==> src/design/modexp_pkg.sv <==
// Shared types for the modular exponentiation block.
// No dependencies; imported by modexp_mulcell and modular_exponentiation.
package modexp_pkg;

  typedef enum logic [1:0] {
    ST_IDLE,
    ST_REDUCE,
    ST_ROUND,
    ST_DONE
  } modexp_state_t;

  // Status that a multiplier cell hands back to the sequencer.
  typedef struct packed {
    logic busy;
    logic done;
  } cell_status_t;

endpackage

==> src/design/modexp_mulcell.sv <==
// Shift-add modular multiplier cell: one multiplier bit per cycle.
// Depends on modexp_pkg (cell_status_t).
module modexp_mulcell #(
  parameter int WIDTH = 63
) (
  input  logic                      clk,
  input  logic                      rst,
  input  logic                      start,
  input  logic [WIDTH-1:0]          mcand,   // must be below modulus
  input  logic [WIDTH-1:0]          mplier,  // any value
  input  logic [WIDTH-1:0]          modulus,
  output logic [WIDTH-1:0]          product,
  output modexp_pkg::cell_status_t  status
);
  import modexp_pkg::*;

  localparam int CntW = $clog2(WIDTH + 1);

  logic [WIDTH-1:0] acc, acc_next;
  logic [WIDTH-1:0] x, m, ysh;
  logic [CntW-1:0]  cnt;
  logic             busy, done;
  logic [WIDTH:0]   dbl, dbl_red, sum, sum_red;

  // Double, reduce, conditionally add the multiplicand, reduce.
  always_comb begin
    dbl     = {acc, 1'b0};
    dbl_red = (dbl >= {1'b0, m}) ? dbl - {1'b0, m} : dbl;
    sum     = ysh[WIDTH-1] ? dbl_red + {1'b0, x} : dbl_red;
    sum_red = (sum >= {1'b0, m}) ? sum - {1'b0, m} : sum;
    acc_next = sum_red[WIDTH-1:0];
  end

  always_ff @(posedge clk) begin
    if (rst) begin
      busy <= 1'b0;
      done <= 1'b0;
      cnt  <= '0;
    end else begin
      done <= 1'b0;
      if (start) begin
        busy <= 1'b1;
        cnt  <= CntW'(WIDTH);
      end else if (busy) begin
        cnt <= cnt - 1'b1;
        if (cnt == CntW'(1)) begin
          busy <= 1'b0;
          done <= 1'b1;
        end
      end
    end
  end

  always_ff @(posedge clk) begin
    if (start) begin
      acc <= '0;
      x   <= mcand;
      m   <= modulus;
      ysh <= mplier;
    end else if (busy) begin
      acc <= acc_next;
      ysh <= {ysh[WIDTH-2:0], 1'b0};
    end
  end

  assign product     = acc;
  assign status.busy = busy;
  assign status.done = done;

endmodule

==> src/design/modular_exponentiation.sv <==
// One item at a time: a zero exponent or zero modulus skips the multiplier cells and
// goes straight to the output; otherwise the two multiplier cells set the pace.
// Reset (rst, synchronous) empties the sequencer and the output register.
// Depends on modexp_pkg and modexp_mulcell.
module modular_exponentiation #(
  parameter int OPERAND_WIDTH = 63
) (
  input  logic                     clk,
  input  logic                     rst,
  input  logic                     in_valid,
  output logic                     in_stall,
  input  logic [OPERAND_WIDTH-1:0] base_value,
  input  logic [OPERAND_WIDTH-1:0] exponent_value,
  input  logic [OPERAND_WIDTH-1:0] modulus_value,
  output logic                     out_valid,
  input  logic                     out_stall,
  output logic [OPERAND_WIDTH-1:0] power_result
);
  import modexp_pkg::*;

  localparam int W = OPERAND_WIDTH;

  modexp_state_t state, state_next;

  // Item working registers: remaining exponent, modulus, reduced base, result.
  logic [W-1:0] expo, modr, base_r, res;
  logic [W-1:0] mul_prod, sq_prod;
  cell_status_t mul_st, sq_st;

  logic         start;
  logic [W-1:0] mul_x, mul_y;
  logic         in_take;
  logic         out_load;

  assign in_take = in_valid && !in_stall;

  always_ff @(posedge clk) begin
    if (rst) begin
      state <= ST_IDLE;
    end else begin
      state <= state_next;
    end
  end

  // Sequencer: reduce the base once, then one square/multiply round per
  // exponent bit, both cells running side by side.
  always_comb begin
    state_next = state;
    in_stall   = 1'b1;
    start      = 1'b0;
    mul_x      = base_r;
    mul_y      = res;
    out_load   = 1'b0;
    unique case (state)
      ST_IDLE: begin
        in_stall = 1'b0;
        if (in_valid) begin
          if (exponent_value == '0 || modulus_value == '0) begin
            state_next = ST_DONE;
          end else begin
            // base * 1 mod m: the cell reduces an unreduced base
            start      = 1'b1;
            mul_x      = (modulus_value == W'(1)) ? '0 : W'(1);
            mul_y      = base_value;
            state_next = ST_REDUCE;
          end
        end
      end
      ST_REDUCE: begin
        if (mul_st.done) begin
          start      = 1'b1;
          mul_x      = mul_prod;
          mul_y      = res;
          state_next = ST_ROUND;
        end
      end
      ST_ROUND: begin
        if (sq_st.done) begin
          if ((expo >> 1) == '0) begin
            state_next = ST_DONE;
          end else begin
            start = 1'b1;
            mul_x = sq_prod;
            mul_y = expo[0] ? mul_prod : res;
            state_next = ST_ROUND;
          end
        end
      end
      ST_DONE: begin
        // hold until the output register is free
        if (!out_valid || !out_stall) begin
          out_load   = 1'b1;
          state_next = ST_IDLE;
        end
      end
      default: state_next = ST_IDLE;
    endcase
  end

  always_ff @(posedge clk) begin
    if (in_take) begin
      expo <= exponent_value;
      modr <= modulus_value;
      res  <= (exponent_value != '0 && modulus_value == '0) ? '0 : W'(1);
    end else if (state == ST_REDUCE && mul_st.done) begin
      base_r <= mul_prod;
    end else if (state == ST_ROUND && sq_st.done) begin
      if (expo[0]) begin
        res <= mul_prod;
      end
      base_r <= sq_prod;
      expo   <= expo >> 1;
    end
  end

  always_ff @(posedge clk) begin
    if (rst) begin
      out_valid <= 1'b0;
    end else if (out_load) begin
      out_valid <= 1'b1;
    end else if (!out_stall) begin
      out_valid <= 1'b0;
    end
  end

  always_ff @(posedge clk) begin
    if (out_load) begin
      power_result <= res;
    end
  end

  // Multiply cell: result * base (also base reduction). Square cell: base^2.
  modexp_mulcell #(.WIDTH(W)) u_mul (
    .clk     (clk),
    .rst     (rst),
    .start   (start),
    .mcand   (mul_x),
    .mplier  (mul_y),
    .modulus ((state == ST_IDLE) ? modulus_value : modr),
    .product (mul_prod),
    .status  (mul_st)
  );

  modexp_mulcell #(.WIDTH(W)) u_sq (
    .clk     (clk),
    .rst     (rst),
    .start   (start && state != ST_IDLE),
    .mcand   (mul_x),
    .mplier  (mul_x),
    .modulus (modr),
    .product (sq_prod),
    .status  (sq_st)
  );

  a_cells_lockstep: assert property (@(posedge clk) disable iff (rst)
    state == ST_ROUND |-> sq_st.done == mul_st.done)
    else $error("square and multiply cells out of step");

  a_take_only_idle: assert property (@(posedge clk) disable iff (rst)
    in_take |-> state == ST_IDLE)
    else $error("item taken while busy");

  a_load_from_done: assert property (@(posedge clk) disable iff (rst)
    out_load |=> out_valid && state == ST_IDLE)
    else $error("result load lost");

endmodule
==> config.mk <==
export PLATFORM = sky130hd
export DESIGN_NAME = modular_exponentiation
export DESIGN_NICKNAME = d
export VERILOG_FILES = /design/src/design/modexp_pkg.sv /design/src/design/modexp_mulcell.sv /design/src/design/modular_exponentiation.sv
export SDC_FILE = /design/constraint.sdc
export NUM_CORES = 2
export LEC_CHECK = 0
export BUFFER_PORTS_ARGS = -buffer_cell sky130_fd_sc_hd__buf_4
export CORE_UTILIZATION = 50
export DETAILED_ROUTE_END_ITERATION = 8
export MAX_ROUTING_LAYER = met4
export PLACE_DENSITY = 0.67
export SLEW_MARGIN = 5
export SYNTH_ARGS = -nofsm -noshare
export SYNTH_HDL_FRONTEND = slang
export SYNTH_SLANG_ARGS = --single-unit
==> constraint.sdc <==
create_clock -name clk -period 16.55 [get_ports clk]
set_clock_uncertainty 0.05 [all_clocks]
set_input_delay 3.31 -clock clk [delete_from_list [all_inputs] [get_ports clk]]
set_output_delay 3.31 -clock clk [all_outputs]
set_load 0.01 [all_outputs]
# Word level (Yosys, flattened, before mapping)
# Index checks and enable logic that the tools add are counted.
[totals]
reg_bits = 838
inputBits = 193
out_inout_bits = 65
word_cells = 135
[classes]
add_sub_neg = 8
n_lt_le_gt_ge = 4
eq_ne = 12
muxes = 63
bitwise_logic = 3
reduce_logical = 24
[op_table]
columns = ["operator", "n"]
rows = [
  ["$mux 63", 25],
  ["$ge 64x63->1", 4],
  ["$mux 64", 4],
  ["$logic_not 63->1", 3],
  ["$pmux 63 s3", 1],
  ["$add 64x63->64", 2],
  ["$sub 64x63->64", 2],
  ["$pmux 63 s2", 1],
  ["$sub 63x63->63", 2],
  ["$eq 63x1->1 const B", 1],
  ["$reduce_bool 63->1", 1],
  ["$mux 6", 4],
  ["$mux 1", 21],
  ["$eq 6x1->1 const B", 2],
  ["$sub 6x1->6 const B", 2],
  ["$mux 2", 5],
  ["$reduce_bool 2->1", 5],
  ["$pmux 2 s4", 1],
  ["$ne 2x1->1 const B", 3],
  ["$ne 2x2->1 const B", 3],
  ["$reduce_or 3->1", 2],
  ["$logic_and 1x1->1", 5],
  ["$eq 2x2->1 const B", 2],
  ["$reduce_and 2->1", 2],
  ["other kinds (7)", 11],
]

# Logic depth before layout (Yosys ltp)
[logic_depth]
word_depth = 7
mapped_depth = 44
depth_no_buf = 39

# Modules after synthesis
# Synthesis repeated with hierarchy kept, for this count alone.
[hier_totals]
hier_cells = 7084
hier_area_um2 = 64827.2
[modules_own_cells]
columns = ["module", "n_inst", "cells_each", "area_each_um2", "seq_area_each_um2"]
rows = [
  ["modexp_mulcell at u_sq", 1, 2749, 23329.9, 7096.8],
  ["modexp_mulcell at u_mul", 1, 2711, 23000.8, 7096.8],
  ["modular_exponentiation", 1, 1624, 18496.5, 9519.1],
]

# Worst setup path after synthesis
# OpenSTA, ideal clock, no wires.
[synth_timing]
path_type = "input port to flip-flop"
start = "input port modulus_value[33]"
end = "register u_sq.m[0], enable pin"
setup_ps = 539
arrival_ps = 10637
t_required_ps = 15961
setup_slack_ps = 5324
stages = 11
path_buffers = 1
path_cell_list = "nor4_1 nand4_1 nor4_1 nor2b_1 nor2_1 nand2_1 a31o_2 inv_1 nand2_1 inv_1 clkbuf_1"
[synth_between]
elab_chain_len = 6
[synth_rtl]
columns = ["item", "line_no", "text"]
rows = [
  ["from (decl)", "modular_exponentiation.sv:14", "input logic [OPERAND_WIDTH-1:0] modulus_value,"],
  ["$logic_not 63->1", "modular_exponentiation.sv:58", "if (exponent_value == '0 || modulus_value == '0) begin"],
  ["$logic_or 1x1->1", "modular_exponentiation.sv:58", ""],
  ["$mux 1", "modular_exponentiation.sv:58", ""],
  ["$mux 1", "modular_exponentiation.sv:57", "if (in_valid) begin"],
  ["$pmux 1 s3", "modular_exponentiation.sv:54", "unique case (state)"],
  ["named net start", "modular_exponentiation.sv:30", "logic start;"],
  ["$logic_and 1x1->1", "modular_exponentiation.sv:147", ".start (start && state != ST_IDLE),"],
  ["named net u_sq.start", "modexp_mulcell.sv:8", "input logic start,"],
  ["to (signal assigned)", "modexp_mulcell.sv:58", "m <= modulus;"],
  ["to (decl)", "modexp_mulcell.sv:20", "logic [WIDTH-1:0] x, m, ysh;"],
]
# The timed path passes the listed nets, and every way through them passes these cells.
# A chain may end at the register's enable or synchronous reset.

# Worst setup path in the final report
[layout_timing]
start = "register u_sq.acc[39], in the netlist u_sq.product[39]"
end = "register u_sq.acc[13], in the netlist u_sq.product[13]"
[layout_between]
elab_chain_len = 6
elab_cells_between_ends = 8
classes_between = "add/sub (3); order compare (2); mux (3)"
[layout_rtl]
columns = ["item", "line_no", "text"]
rows = [
  ["from (decl)", "modexp_mulcell.sv:19", "logic [WIDTH-1:0] acc, acc_next;"],
  ["from (signal assigned)", "modexp_mulcell.sv:61", "acc <= acc_next;"],
  ["$sub 64x63->64 / $ge 64x63->1 (equally long branches)", "modexp_mulcell.sv:28", "dbl_red = (dbl >= {1'b0, m}) ? dbl - {1'b0, m} : dbl;"],
  ["$mux 64 *", "modexp_mulcell.sv:28", ""],
  ["$add 64x63->64", "modexp_mulcell.sv:29", "sum = ysh[WIDTH-1] ? dbl_red + {1'b0, x} : dbl_red;"],
  ["$mux 64 *", "modexp_mulcell.sv:29", ""],
  ["$ge 64x63->1 / $sub 63x63->63 (equally long branches)", "modexp_mulcell.sv:30", "sum_red = (sum >= {1'b0, m}) ? sum - {1'b0, m} : sum;"],
  ["$mux 63 *", "modexp_mulcell.sv:30", ""],
]
# Mark *: on every way between the ends. The rest lies on a longest branch, timed or not.

==> results by group <==
Status
  – Status: completed

Global route
  – Initial antenna violation count: 11
  – Via count of the first global-routing pass: 51030
  – First-pass GRT wire length: 334.3 mm
  – Gr usage total: 36.49%
  – Gr ovfl total: 0
  – Largest net degree at the start of global routing: 93

Layout
  – Post-route insts no fill: 8566
  – Synth-to-Final Area Change: 10.55%
  – Nets@finish: 7439
  – Layout cells sized above 1: 14.36%

Setup path
  – Critical Path AT: 12930 ps
  – Setup Crit Path Kind: register to register
  – Startpoint Class: register
  – Critical path origin: u_sq.product[39]$_SDFFE_PP0P_
  – CP Max Fanout: 54
  – RR Startpoint: u_sq.product[39]$_SDFFE_PP0P_
  – CP max-delay cell: nor4b_1
  – Register-to-register path setup slack: 4140 ps
  – Max incr delay on CP: 940 ps
  – Critical Path End Type: register
  – Worst path required time: 17080 ps

STA
  – Tightest Pin Transition: 1237 ps
  – Final worst slack: 4145 ps
  – Slew HR: 16.74%
  – Final setup vio count: 0
  – Fmax: 80.61 MHz
  – TNS Setup: 0 ps
  – Max-slew violation count: 0
  – RSZ-0062 raised after global routing: false
  – Hold Vio Cnt, Final: 0
  – Fin crit period: 12410 ps
  – Fin crit share: 74.96%

Floorplan
  – I/O pins: 258
  – Die H: 353.6 um
  – Initial core utilization: 50.59%
  – Row count: 128
  – Die width: 353.6 um
  – Core Area: 0.1222 mm^2
  – DIE AREA: 0.1251 mm^2

CTS
  – Clock-pin slew on the worst setup and hold paths: 60 ps
  – Worst-Skew Late Latency: 720 ps
  – Inserted Clock Buffers: 97
  – Number of H-tree levels: 3
  – Root Buffer: clkbuf_16
  – CTS Sinks: 838
  – Post_cts resized: 0
  – CTS Hold Bufs: 0
  – TritonCTS clock tree: yes
  – CTS max path bufs: 3
  – Setup bufs post-CTS: 0

Detailed routing
  – Vias per cell: 6.372
  – DRT Wirelength: 227.9 mm
  – DR WL/cell: 26.61 um
  – Via count: 54590
  – Post-DRT Antenna Nets: 0
  – Initial DRC count: 6082
  – Drt drc: 0
  – First-pass DRT Iterations: 6

Synthesis
  – Sequential share of the synthesized area: 38.36%
  – Top cells by count, synth: 1066 x nand2_1, 693 x edfxtp_1, 597 x a21oi_1
  – Cell variety after synth: 100
  – Post-synth top area share: 33.66%
  – EDFF count, synth: 693
  – #FFs+latches synth: 838
  – Top-count cell post-synth: nand2_1
  – Post-synth top area cell: edfxtp_1
  – Post-Synthesis Cells: 6779
  – Mapped Nets: 7364
  – Post-synthesis average cell area: 9.120 um^2
  – Async set or reset register ratio after synthesis: 0%
  – Synthesized cell area: 0.06182 mm^2
  – Ys Warns: 0
  – Area contributors post-synth: edfxtp_1 34%, ha_1 7.8%, mux2_2 7.7%, nand2_1 6.5%, a21oi_1 4.8%
  – Top FF cell, synth: edfxtp_1

Hold path
  – Min-delay worst type: register to register
  – Hold wc startpoint: modr[31]$_DFFE_PP_

Job
  – Max Cap Viol: 0

Placed design
  – PortBufs: 257
  – Placed Cells: 8380
  – Detail Placement HPWL: 172.3 mm
  – Setup WS pre-CTS: 4518 ps
  – Final RePlAce weighted congestion: 1.024
flip-flops by register name, summed over array words and instances, names as in the netlist, 2 cells and up:
name,count
u_mul.ysh,63
expo,63
u_sq.x,63
res,63
u_mul.m,63
u_mul.product,63
modr,63
u_mul.x,63
power_result,63
u_sq.product,63
u_sq.m,63
base_r,63
u_mul.cnt,6
state,2
u_sq.ysh,63
u_sq.cnt,6
per-stage QoR:
step	utilization, %	hold WS (ps)	area [um^2]
global route	55.92	404.8	68340
detailed placement	53.28	379.8	65100
global placement	53.28	379.2	65100
floorplan	-	372.2	61820
CTS	55.92	392.9	68330
finish	55.93	391.7	68340
routing by layer:
metal	vias up	routed length, um	GRT usage (%)
met2	2686	93850	50.63
met1	26440	104000	53.53
li1	25150	-	-
met5	-	0	-
met4	0	8278	12.60
met3	315	21790	5.588
cells by family after synthesis:
kind of cell    after synthesis  synth area share [%]
buf+inv                     611                 3.894
flops                       838                 38.36
xor+xnor                    353                 5.013
fa+ha+maj                   392                 8.006
compound gates             1977                 20.11
simple gates               2045                 14.65
mux                         563                 9.966
critical path: cells and delay by family, from the launching register on:
kind | cells | cell delay, ps
compound gates | 13 | 3160
xor+xnor | 1 | 140
fa+ha+maj | 3 | 1460
buf+inv | 3 | 1670
flops | 1 | 390
mux | 3 | 1080
simple gates | 14 | 4110
area by class of cell:
type,count,area (um^2)
clock inverter,58,669.4
sequential,838,23720
tap,1625,2033
antenna,3,7.507
multi-input combinational,5330,35860
clock buffer,125,2564
timing repair buffer,335,2527
inverter,252,958.4
fill,11090,53860
worst paths after layout:
kind | cells after the start | endpoint
worst max-delay path | 37 | u_sq.product[13]$_SDFFE_PP0P_
worst min-delay path | 0 | u_sq.m[31]$_DFFE_PP_
worst max register to register | 37 | u_sq.product[13]$_SDFFE_PP0P_
worst min register to register | 0 | u_sq.m[31]$_DFFE_PP_
cells in the final DEF, fill, tap and decap left out, types with 143 or more instances in the layout:
cell	synthesis	layout
nand2_1	1066	1061
edfxtp_1	693	693
a21oi_1	597	596
o21ai_0	454	454
mux2_2	420	420
nor2_1	400	398
ha_1	386	382
buf_4	3	334
inv_1	249	245
xnor2_1	220	220
a21o_1	207	206
mux2i_1	143	143
Power is left out: the tool's default activity adds up to more than one toggle a clock period on the data nets, which glitch-free logic cannot reach.
